--- src/rtl/fbpa_pkg.sv ---
// Package for the fixed block pool allocator.
// Transaction payload types, operation/status/register codes and fixed widths.
// No dependencies.
package fbpa_pkg;

  localparam int ADDR_W    = 19;
  localparam int CNT_W     = 7;
  localparam int BYTES_W   = 12;
  localparam int STRIDE_W  = BYTES_W + 1;
  localparam int CFG_IDX_W = 1;
  localparam int CFG_DAT_W = 12;
  localparam int DIV_CNT_W = $clog2(ADDR_W + 1);

  localparam logic [CNT_W-1:0]   RST_BLOCK_COUNT = CNT_W'(64);
  localparam logic [BYTES_W-1:0] RST_BLOCK_BYTES = BYTES_W'(16);

  typedef enum logic [1:0] {
    OP_ALLOC = 2'd0,
    OP_FREE  = 2'd1,
    OP_CLEAR = 2'd2,
    OP_NONE  = 2'd3
  } op_t;

  typedef enum logic [1:0] {
    ST_OK        = 2'd0,
    ST_FULL      = 2'd1,
    ST_BAD_ADDR  = 2'd2,
    ST_DBL_FREE  = 2'd3
  } status_t;

  typedef enum logic [CFG_IDX_W-1:0] {
    REG_BLOCK_COUNT = 1'd0,
    REG_BLOCK_BYTES = 1'd1
  } reg_idx_t;

  typedef struct packed {
    op_t               op;
    logic [ADDR_W-1:0] address;
  } in_item_t;

  typedef struct packed {
    status_t           status;
    logic [ADDR_W-1:0] block_address;
    logic [CNT_W-1:0]  used_count;
  } out_item_t;

  typedef struct packed {
    logic accept;
    logic find;
    logic alloc;
    logic div_step;
    logic free;
    logic clear;
    logic nop;
    logic out_load;
  } cmd_t;

  typedef struct packed {
    logic div_done;
  } sts_t;

endpackage

--- src/rtl/fbpa_ctrl.sv ---
// Sequencer for the fixed block pool allocator.
// Steps one transaction through find/commit/divide states and owns out_valid.
// Depends on fbpa_pkg.
module fbpa_ctrl import fbpa_pkg::*; (
  input  logic clk,
  input  logic rst_n,
  input  logic in_valid,
  input  op_t  in_op,
  output logic in_stall,
  output logic out_valid,
  input  logic out_stall,
  output logic cfg_ready,
  input  sts_t sts,
  output cmd_t cmd
);

  typedef enum logic [2:0] {
    S_IDLE,
    S_FIND,
    S_ALLOC,
    S_DIV,
    S_FREE,
    S_CLEAR,
    S_NOP,
    S_OUT
  } state_t;

  state_t state_r, state_nxt;
  logic   out_valid_r, out_valid_nxt;

  always_comb begin
    state_nxt = state_r;
    cmd       = '0;
    case (state_r)
      S_IDLE: begin
        if (in_valid) begin
          cmd.accept = 1'b1;
          case (in_op)
            OP_ALLOC: state_nxt = S_FIND;
            OP_FREE:  state_nxt = S_DIV;
            OP_CLEAR: state_nxt = S_CLEAR;
            default:  state_nxt = S_NOP;
          endcase
        end
      end
      S_FIND: begin
        cmd.find  = 1'b1;
        state_nxt = S_ALLOC;
      end
      S_ALLOC: begin
        cmd.alloc = 1'b1;
        state_nxt = S_OUT;
      end
      S_DIV: begin
        if (sts.div_done) begin
          state_nxt = S_FREE;
        end else begin
          cmd.div_step = 1'b1;
        end
      end
      S_FREE: begin
        cmd.free  = 1'b1;
        state_nxt = S_OUT;
      end
      S_CLEAR: begin
        cmd.clear = 1'b1;
        state_nxt = S_OUT;
      end
      S_NOP: begin
        cmd.nop   = 1'b1;
        state_nxt = S_OUT;
      end
      S_OUT: begin
        if (!out_valid_r || !out_stall) begin
          cmd.out_load = 1'b1;
          state_nxt    = S_IDLE;
        end
      end
      default: state_nxt = S_IDLE;
    endcase
  end

  always_comb begin
    out_valid_nxt = out_valid_r;
    if (cmd.out_load) begin
      out_valid_nxt = 1'b1;
    end else if (!out_stall) begin
      out_valid_nxt = 1'b0;
    end
  end

  always_ff @(posedge clk) begin
    if (!rst_n) begin
      state_r     <= S_IDLE;
      out_valid_r <= 1'b0;
    end else begin
      state_r     <= state_nxt;
      out_valid_r <= out_valid_nxt;
    end
  end

  assign in_stall  = (state_r != S_IDLE);
  assign cfg_ready = (state_r == S_IDLE);
  assign out_valid = out_valid_r;

  a_out_no_overwrite: assert property (@(posedge clk) disable iff (!rst_n)
    cmd.out_load |-> !(out_valid_r && out_stall))
    else $error("result register overwritten while stalled");

  a_free_after_div: assert property (@(posedge clk) disable iff (!rst_n)
    (state_r == S_FREE) |-> $past(sts.div_done))
    else $error("free committed before division finished");

endmodule

--- src/rtl/fbpa_dp.sv ---
// Datapath for the fixed block pool allocator.
// Busy bits, use count, config registers, lowest-free search, stride multiply,
// bit-serial divider and result register. Depends on fbpa_pkg.
module fbpa_dp import fbpa_pkg::*; #(
  parameter int MAX_BLOCKS      = 64,
  parameter int MAX_BLOCK_BYTES = 4095
) (
  input  logic                 clk,
  input  logic                 rst_n,
  input  in_item_t             in_data,
  output out_item_t            out_data,
  input  logic                 cfg_we,
  input  logic [CFG_IDX_W-1:0] cfg_index,
  input  logic [CFG_DAT_W-1:0] cfg_data,
  input  cmd_t                 cmd,
  output sts_t                 sts
);

  localparam int IDX_W  = $clog2(MAX_BLOCKS);
  localparam int PROD_W = CNT_W + STRIDE_W;

  logic [MAX_BLOCKS-1:0] busy_r, busy_nxt;
  logic [CNT_W-1:0]      used_r, used_nxt;
  logic [CNT_W-1:0]      cfg_count_r;
  logic [BYTES_W-1:0]    cfg_bytes_r;

  logic [CNT_W-1:0]      eff_count;
  logic [BYTES_W-1:0]    eff_bytes;
  logic [STRIDE_W-1:0]   stride;
  logic [MAX_BLOCKS-1:0] in_rng;

  logic [IDX_W-1:0]      find_idx_r, find_idx;
  logic                  find_ok_r, find_ok;
  logic [PROD_W-1:0]     prod;

  logic [ADDR_W-1:0]     quo_r;
  logic [STRIDE_W-1:0]   rem_r;
  logic [DIV_CNT_W-1:0]  cnt_r;
  logic                  addr_zero_r;
  logic [STRIDE_W:0]     shift;
  logic [STRIDE_W+1:0]   diff;
  logic                  ge;

  logic [IDX_W-1:0]      free_idx;
  logic                  free_rng;
  out_item_t             res_r, res_nxt;
  out_item_t             out_r;

  always_comb begin
    eff_count = cfg_count_r;
    if (32'(cfg_count_r) > MAX_BLOCKS) begin
      eff_count = CNT_W'(MAX_BLOCKS);
    end
    eff_bytes = cfg_bytes_r;
    if (cfg_bytes_r == '0) begin
      eff_bytes = BYTES_W'(1);
    end else if (32'(cfg_bytes_r) > MAX_BLOCK_BYTES) begin
      eff_bytes = BYTES_W'(MAX_BLOCK_BYTES);
    end
    stride = STRIDE_W'(eff_bytes) + STRIDE_W'(1);
  end

  always_comb begin
    find_idx = '0;
    find_ok  = 1'b0;
    for (int i = 0; i < MAX_BLOCKS; i++) begin
      in_rng[i] = (i < 32'(eff_count));
    end
    for (int i = MAX_BLOCKS - 1; i >= 0; i--) begin
      if (in_rng[i] && !busy_r[i]) begin
        find_idx = IDX_W'(i);
        find_ok  = 1'b1;
      end
    end
  end

  assign prod = PROD_W'(CNT_W'(find_idx_r)) * PROD_W'(stride);

  // restoring divider step
  assign shift = {rem_r, quo_r[ADDR_W-1]};
  assign diff  = {1'b0, shift} - {2'b00, stride};
  assign ge    = !diff[STRIDE_W+1];
  assign sts.div_done = (cnt_r == '0);

  assign free_idx = quo_r[IDX_W-1:0];
  assign free_rng = !addr_zero_r && (rem_r == '0) && (quo_r < ADDR_W'(eff_count));

  always_comb begin
    busy_nxt = busy_r;
    used_nxt = used_r;
    res_nxt  = res_r;
    if (cmd.alloc) begin
      res_nxt.block_address = '0;
      res_nxt.status        = ST_FULL;
      if (find_ok_r) begin
        busy_nxt[find_idx_r]  = 1'b1;
        used_nxt              = used_r + CNT_W'(1);
        res_nxt.block_address = ADDR_W'(prod + PROD_W'(1));
        res_nxt.status        = ST_OK;
      end
      res_nxt.used_count = used_nxt;
    end
    if (cmd.free) begin
      res_nxt.block_address = '0;
      if (!free_rng) begin
        res_nxt.status = ST_BAD_ADDR;
      end else if (!busy_r[free_idx]) begin
        res_nxt.status = ST_DBL_FREE;
      end else begin
        busy_nxt[free_idx] = 1'b0;
        used_nxt           = used_r - CNT_W'(1);
        res_nxt.status     = ST_OK;
      end
      res_nxt.used_count = used_nxt;
    end
    if (cmd.clear) begin
      busy_nxt = '0;
      used_nxt = '0;
    end
    if (cmd.clear || cmd.nop) begin
      res_nxt.status        = ST_OK;
      res_nxt.block_address = '0;
      res_nxt.used_count    = used_nxt;
    end
    if (cfg_we) begin
      busy_nxt = '0;
      used_nxt = '0;
    end
  end

  always_ff @(posedge clk) begin
    if (!rst_n) begin
      busy_r      <= '0;
      used_r      <= '0;
      cfg_count_r <= RST_BLOCK_COUNT;
      cfg_bytes_r <= RST_BLOCK_BYTES;
      cnt_r       <= '0;
    end else begin
      busy_r <= busy_nxt;
      used_r <= used_nxt;
      if (cfg_we) begin
        case (reg_idx_t'(cfg_index))
          REG_BLOCK_COUNT: cfg_count_r <= cfg_data[CNT_W-1:0];
          REG_BLOCK_BYTES: cfg_bytes_r <= cfg_data[BYTES_W-1:0];
          default: ;
        endcase
      end
      if (cmd.accept) begin
        cnt_r <= DIV_CNT_W'(ADDR_W);
      end else if (cmd.div_step) begin
        cnt_r <= cnt_r - DIV_CNT_W'(1);
      end
    end
  end

  always_ff @(posedge clk) begin
    res_r <= res_nxt;
    if (cmd.find) begin
      find_idx_r <= find_idx;
      find_ok_r  <= find_ok;
    end
    if (cmd.accept) begin
      quo_r       <= in_data.address - ADDR_W'(1);
      rem_r       <= '0;
      addr_zero_r <= (in_data.address == '0);
    end else if (cmd.div_step) begin
      quo_r <= {quo_r[ADDR_W-2:0], ge};
      rem_r <= ge ? diff[STRIDE_W-1:0] : shift[STRIDE_W-1:0];
    end
    if (cmd.out_load) begin
      out_r <= res_r;
    end
  end

  assign out_data = out_r;

  a_count_matches_bits: assert property (@(posedge clk) disable iff (!rst_n)
    32'(used_r) == $countones(busy_r))
    else $error("use count differs from busy bits");

  a_busy_in_range: assert property (@(posedge clk) disable iff (!rst_n)
    (busy_r & ~in_rng) == '0)
    else $error("busy bit set beyond block count");

  a_full_means_all_used: assert property (@(posedge clk) disable iff (!rst_n)
    (cmd.alloc && !find_ok_r) |-> (used_r == eff_count))
    else $error("pool full reported with free blocks");

endmodule

--- src/rtl/fixed_block_pool_allocator_unit.sv ---
// Fixed-size block pool allocator, top level.
// Allocate: lowest-free search, then stride multiply.
// Free: offset/stride division by the 19-step bit-serial divider.
// Clear and unused op: no search or divide. A new request is taken while a result waits.
// Synchronous active-low reset: all blocks free, count 0, block_count 64, block_bytes 16.
module fixed_block_pool_allocator_unit import fbpa_pkg::*; #(
  parameter int MAX_BLOCKS      = 64,
  parameter int MAX_BLOCK_BYTES = 4095
) (
  input  logic                 clk,
  input  logic                 rst_n,
  input  logic                 in_valid,
  output logic                 in_stall,
  input  in_item_t             in_data,
  output logic                 out_valid,
  input  logic                 out_stall,
  output out_item_t            out_data,
  input  logic                 cfg_valid,
  output logic                 cfg_ready,
  input  logic [CFG_IDX_W-1:0] cfg_index,
  input  logic [CFG_DAT_W-1:0] cfg_data
);

  cmd_t cmd;
  sts_t sts;

  fbpa_ctrl u_ctrl (
    .clk       (clk),
    .rst_n     (rst_n),
    .in_valid  (in_valid),
    .in_op     (in_data.op),
    .in_stall  (in_stall),
    .out_valid (out_valid),
    .out_stall (out_stall),
    .cfg_ready (cfg_ready),
    .sts       (sts),
    .cmd       (cmd)
  );

  fbpa_dp #(
    .MAX_BLOCKS      (MAX_BLOCKS),
    .MAX_BLOCK_BYTES (MAX_BLOCK_BYTES)
  ) u_dp (
    .clk       (clk),
    .rst_n     (rst_n),
    .in_data   (in_data),
    .out_data  (out_data),
    .cfg_we    (cfg_valid && cfg_ready),
    .cfg_index (cfg_index),
    .cfg_data  (cfg_data),
    .cmd       (cmd),
    .sts       (sts)
  );

endmodule

--- config.mk ---
export PLATFORM = sky130hd
export DESIGN_NAME = fixed_block_pool_allocator_unit
export DESIGN_NICKNAME = d
export VERILOG_FILES = /design/src/rtl/fbpa_pkg.sv /design/src/rtl/fbpa_ctrl.sv /design/src/rtl/fbpa_dp.sv /design/src/rtl/fixed_block_pool_allocator_unit.sv
export SDC_FILE = /design/constraint.sdc
export NUM_CORES = 1
export LEC_CHECK = 0
export ABC_CLOCK_PERIOD_IN_PS = 6100
export BUFFER_PORTS_ARGS = -buffer_cell sky130_fd_sc_hd__buf_2
export CAP_MARGIN = 20
export CORE_MARGIN = 5
export CORE_UTILIZATION = 60
export DETAILED_ROUTE_END_ITERATION = 12
export PLACE_DENSITY = 0.78
export SYNTH_ARGS = -nofsm -noshare
export SYNTH_HDL_FRONTEND = slang
export SYNTH_SLANG_ARGS = --single-unit
export TNS_END_PERCENT = 30
--- constraint.sdc ---
create_clock -name clk -period 6.1 [get_ports clk]
set_clock_uncertainty 0.05 [all_clocks]
set_input_delay 0.305 -clock clk [delete_from_list [all_inputs] [get_ports clk]]
set_output_delay 0.305 -clock clk [all_outputs]
set_load 0.005 [all_outputs]
; After elaboration in Yosys (flattened, before gate mapping)
; Cells that the tools add are included.
[word_totals]
register_bits = 195
word_cells = 395
output_inout_bits = 31
inputBits = 39
[classes]
eq_ne = 13
multipliers = 1
magnitude_cmp = 70
reduce_logical = 163
bitwise = 5
n_addsub = 7
n_mux = 112
[ops]
columns = op, n
row1 = $mux 64, 5
row2 = $lt 6x7->1 const A, 32
row3 = $mux 6, 32
row4 = $lt 5x7->1 const A, 16
row5 = $mux 5, 18
row6 = $logic_and 1x1->1, 69
row7 = $logic_not 1->1, 68
row8 = $and 64x64->64, 1
row9 = $not 64->64, 1
row10 = $or 64x64->64, 1
row11 = $reduce_or 63->1, 1
row12 = $lt 4x7->1 const A, 8
row13 = $mux 28, 2
row14 = $mux 7, 8
row15 = $mux 19, 2
row16 = $mux 4, 8
row17 = $reduce_or 32->1, 1
row18 = $lt 3x7->1 const A, 4
row19 = $mux 3, 7
row20 = $mux 20, 1
row21 = $add 19x1->19 const B, 1
row22 = $logic_not 19->1, 1
row23 = $lt 19x7->1, 1
row24 = $mul 6x13->19, 1
row25 = 42 further kinds, 82

; Logic depth before layout (Yosys ltp)
[depth]
depth_word = 67
ltp_mapped = 22
mapped_depth_nobuf = 21

; Cells and area by module
; A second synthesis with hierarchy kept.
[unflattened]
hier_cells = 1741
hier_area_um2 = 14307.5
[modules_own_cells]
columns = module, cells_per_inst, n_inst, area_each_um2
row1 = fbpa_dp, 1703, 1, 13995.9
row2 = fbpa_ctrl, 37, 1, 305.3
row3 = fixed_block_pool_allocator_unit, 1, 1, 6.3

; Least setup slack after synthesis
; No wires, ideal clock.
[synth_timing]
path_type = register to register
start = register u_dp.cfg_bytes_r[0]
end = register u_dp.res_r[25] in the netlist's numbering
arrival_ps = 4890
path_stages_with_launch = 22
n_path_buf = 1
path_slack_ps = 1040
path_cell_list = dfxtp_1 -> and2_0 -> clkbuf_1 -> nand4_1 -> nor2_1 -> nand3_1 -> nor2_1 -> nand2_1 -> xnor2_1 -> nand2_1 -> fa_1 -> inv_1 -> fa_1 -> fa_1 -> ha_1 -> a21oi_1 -> o21ai_0 -> a21oi_1 -> o21ai_0 -> a211oi_1 -> o21bai_1 -> a211o_1
[synth_between]
elab_chain_len = 6
[synth_rtl]
columns = element, line
row1 = from (decl), fbpa_dp.sv:25  ; logic [BYTES_W-1:0] cfg_bytes_r;
row2 = from (signal assigned), fbpa_dp.sv:144  ; REG_BLOCK_BYTES: cfg_bytes_r <= cfg_data[BYTES_W-1:0];
row3 = $logic_not 12->1, fbpa_dp.sv:55  ; if (cfg_bytes_r == '0) begin
row4 = $mux 12 *, fbpa_dp.sv:55
row5 = $add 12x1->13 *, fbpa_dp.sv:60  ; stride = STRIDE_W'(eff_bytes) + STRIDE_W'(1);
row6 = $mul 6x13->19 *, fbpa_dp.sv:77  ; assign prod = PROD_W'(CNT_W'(find_idx_r)) * PROD_W'(stride);
row7 = $add 19x1->19 *, fbpa_dp.sv:98  ; res_nxt.block_address = ADDR_W'(prod + PROD_W'(1));
row8 = $mux 20 *, fbpa_dp.sv:95  ; if (find_ok_r) begin
row9 = to (signal assigned), fbpa_dp.sv:157  ; res_r <= res_nxt;
row10 = to (decl), fbpa_dp.sv:46  ; out_item_t res_r, res_nxt;
; Every way passes the cells marked *; elsewhere a longest branch is shown, timed or not.
; A chain may end at the register's enable or synchronous reset.

; Final worst setup path
[layout_timing]
start = register u_dp.cfg_bytes_r[0]
end = register u_dp.res_r[24] in the netlist's numbering
; Same word-level chain as after synthesis.

==> summary.md <==
| Metric | Value |
|---|---|
| Initial Util | `about three fifths` |
| Total routed wirelength | `approximately 40000 µm` |
| Initial drt markers | `between 1500 and 2000` |
| # setup viols final | `0` |
| Most used routing layer | `met2` |
| Vias in the first global route | `12400` |
| RSZ-0062 raised after global routing | `false` |
| Syn_area_per_cell | `roughly 8.2 µm²` |
| IO buf count | `approximately 70` |
| Remaining DRCs | `0` |
| Reg-to-reg slack, setup | `roughly 0.5 ns` |
| Top achievable clock speed | `roughly 180 MHz` |
| Most common cell on crit path | `fa_1` |
| Nets@finish | `1873` |
| Synth Area in Adders | `~11%` |
| Worst Max-Slew Pin Slew | `between 1 and 1.5 ns` |
| Largest net degree at the start of global routing | `63` |
| Met1 GRT Util | `41.3%` |
| Post-synth EDFFs | `62` |
| Power per Cell Area | `329 nW/µm²` |
| Initial antenna violation count | `0` |
| Crit-path slowest cell | `a2111oi_1` |
| CP Capture Type | `flop` |
| Vias | `approximately 13000` |
| Ys flop type | `dfxtp_1` |
| Most common cell after layout, fill and taps aside | `nand2_1` |
| GRT overflow | `0` |
| Worst Min Path Start | `cfg_data[11]` |
| DIE AREA | `about 27000 µm²` |
| Total global routing track utilization | `between 30% and 40%` |
| Status | `completed` |
| Layout cells sized above 1 | `between 10% and 20%` |
| Leakage | `0.00582 µW` |
| Count of different cell masters after synthesis | `93` |
| R2R depth | `18` |
| Max clock buf depth | `2` |
| Worst skew pair latency | `approximately 0.44 ns` |
| Min Hold Slack | `approximately 0.054 ns` |
| Placeable Area | `23300 µm²` |
| Final ANT Viol Nets | `0` |
| Global-route met2 utilization | `between 40 and 50%` |
| Area of the mapped netlist | `approximately 14000 µm²` |
| CTS tree | `built` |
| Slew Limit Fails | `0` |
| Max Cap Viol | `0` |
| Vias per cell | `6.43` |
| Worst EP arrival | `5.86 ns` |
| Worst slew margin | `23.8%` |
| Post-Synthesis Cells | `roughly 1700` |
| Die height | `between 150 and 200 µm` |
| Setup TNS | `0 ns` |
| Clk slew on worst S/H paths | `about 0.080 ns` |
| Total I/O pin count | `70` |
| Multiplexer share of the synthesized area | `under 10%` |
| Req. time, crit path | `approximately 6.4 ns` |
| Placer Congestion | `around 1.1` |
| Crit-path cells | `and2_0 > nand4_1 > nor2_1 > nand2_1 > xnor2_1 > nand2_1 > fa_1 > fa_1 > inv_1 > fa_1 > ha_1 > a2111oi_1 > o41ai_1 > o31ai_1 > a21oi_1 > a21oi_1 > xor2_1 > o21ai_0` |
| Worst hold stages | `3` |
| Largest family of logic cells by synthesized area | `simple AND/OR/NAND/NOR gates` |
| VDD IR max | `0.322 mV` |
| Worst R2R End | `u_dp.res_r[24]` |
| Post-CTS Repair Setup Buffers | `0` |
| Layout Cell Area excl Fill | `~15000 µm²` |
| Post-layout min period | `around 5.6 ns` |
| Asr flop ratio synth | `0%` |
| Hold Buf Count CTS | `0` |
| Worst Hold Class | `input pin to flop` |
| CP Launch Type | `flop` |
| Met3 Resource Use GR | `between 7 and 8%` |
| H-tree levels | `4` |
| Syn nets | `about 1900` |
| CTS Buf Count | `17` |
| # clock sinks | `195` |
| Fin. Hold Viols | `0` |
| Clock root cell | `clkbuf_16` |
| First-pass GRT wire length | `65100 µm` |
| Area fraction in compound gates after synthesis | `around a fifth` |
| Drt pass-1 iters | `7` |
| Hold Crit Endpoint | `u_dp.cfg_bytes_r[11]` |
| Seq/Total Area, Yosys | `between 30% and 40%` |
| Xor and xnor area share after synthesis | `3.30%` |
| Highest net fanout along the worst path | `7` |
| CP max stage delay | `between 0.6 and 0.7 ns` |
| Row cnt | `56` |
| #FFs+latches synth | `approximately 200` |
| Setup Crit Path Kind | `flop to flop` |
| Dpl cell area | `about 15000 µm²` |
| Yosys warns | `0` |
| RR Startpoint | `u_dp.cfg_bytes_r[0]` |
| Post-DP HPWL | `approximately 30000 µm` |
| Final period utilization | `between 90% and 100%` |
| Most frequent cells in the layout | `nand2_1 (208), nor2_1 (168), o21ai_0 (156)` |
| Antenna diodes | `0` |
| Chip Width | `between 150 and 200 µm` |
| Synth Area in Simple Gates | `23.9%` |
| Synth-to-layout area growth | `8.23%` |
| Routed len/inst | `about 20 µm` |
==> final cells by class <==
class	instances	area, µm²
Clock buffer	18	429
Clock inverter	14	213
Fill cell	2001	8040
Inverter	105	394
Multi-Input combinational cell	1328	8770
Sequential cell	195	4520
Tap cell	319	399
Timing Repair Buffer	89	499
==> per-layer routing <==
layer  part of all wire (%)  vias to the layer above
met5                      0                        -
met4                    4.6                        0
met3                     11                      155
met2                     44                      817
met1                     40                     6169
li1                       -                     6159
==> timing repair <==
action / in CTS / in global routing
hold endpoints to repair: 0 / 0
endpoints found under the setup margin: 0 / 2
resized for setup: 0 / 4
==> worst max-delay path, delay by kind of cell (launching register included) <==
family	cells	cell delay, ns
AOI/OAI and AO/OA	6	1.65
xor gates and xnor gates	2	0.68
adders and majority gates	4	1.71
buffers and inverters	1	0.06
DFF	1	0.37
and+or+nand+nor	5	0.96
==> stage by stage <==
stage	setup WS, ns	power [µW]	utilization (%)	std cells
final	0.493	5010	65.5	2068
after global routing	0.0311	5320	65.5	2068
after CTS	0.468	4970	65.3	2067
after detailed placement	0.479	3750	62.5	2035
after global placement	0.677	3680	62.5	2035
after floorplan	1.04	3290	-	1721
==> state kept, by name, indices dropped and copies added, names as in the netlist <==
register and cells:
u_dp.busy_r 64, u_dp.out_data 28, u_dp.res_r 28, u_dp.quo_r 19, u_dp.rem_r 13, u_dp.cfg_bytes_r 12
u_dp.cfg_count_r 7, u_dp.used_r 7, u_dp.find_idx_r 6, u_dp.cnt_r 5, u_ctrl.state_r 3, u_ctrl.out_valid 1
u_dp.addr_zero_r 1, u_dp.find_ok_r 1
==> power by group <==
part	total (µW)	internal [µW]	switching, µW
Combinational	2030	795	1240
Sequential	1750	1540	211
Clock	1220	637	582
Total	5010	2980	2030
==> synth_stat cells, drive strengths merged (5+ instances only) <==
library cell | number | share of area [%]
nor2 | 170 | 4.6
edfxtp | 62 | 13
clkbuf | 62 | 1.7
nand2 | 208 | 5.5
or3 | 18 | 0.80
buf | 31 | 1.4
mux2i | 22 | 1.6
o21a | 10 | 0.53
a41oi | 5 | 0.31
nor4 | 27 | 1.7
fa | 46 | 6.5
nor4b | 6 | 0.63
mux2 | 5 | 0.40
a21o | 6 | 0.32
inv | 104 | 2.8
nand4 | 15 | 0.88
or2 | 9 | 0.40
o21ai | 166 | 5.9
xor2 | 19 | 1.2
nand3 | 41 | 1.5
nor2b | 24 | 1.1
a31oi | 21 | 0.93
a21boi | 20 | 1.1
o211ai | 6 | 0.32
nand2b | 14 | 0.62
a211oi | 16 | 0.85
dfxtp | 133 | 19
nand3b | 8 | 0.43
a21oi | 152 | 5.4
and3b | 5 | 0.31
xnor2 | 34 | 2.1
o31ai | 11 | 0.59
and3 | 10 | 0.44
mux4 | 8 | 1.3
o22ai | 13 | 0.58
ha | 52 | 4.6
nor3 | 51 | 2.0
nand4b | 5 | 0.36
o21bai | 6 | 0.32
or3b | 9 | 0.56
and2 | 28 | 1.2
==> kinds of logic after synthesis <==
logic type	count (synthesis)
and+or+nand+nor	661
xor gates and xnor gates	53
AOI/OAI and AO/OA	481
muxes	35
DFF	195
adders and majority gates	98
buffers and inverters	198
==> worst max path at each step <==
stage / slack [ns] / end / from
after CTS: 0.47 / u_dp.res_r[24] / u_dp.cfg_bytes_r[0]
final: 0.49 / u_dp.res_r[24] / u_dp.cfg_bytes_r[0]
after floorplan: 1.04 / u_dp.res_r[25] / u_dp.cfg_bytes_r[0]
after global placement: 0.68 / u_dp.res_r[25] / u_dp.cfg_bytes_r[0]
after global routing: 0.03 / u_dp.res_r[24] / u_dp.cfg_bytes_r[0]
after detailed placement: 0.48 / u_dp.res_r[24] / u_dp.cfg_bytes_r[0]
No activity file was read; power rests on OpenSTA's default activity.
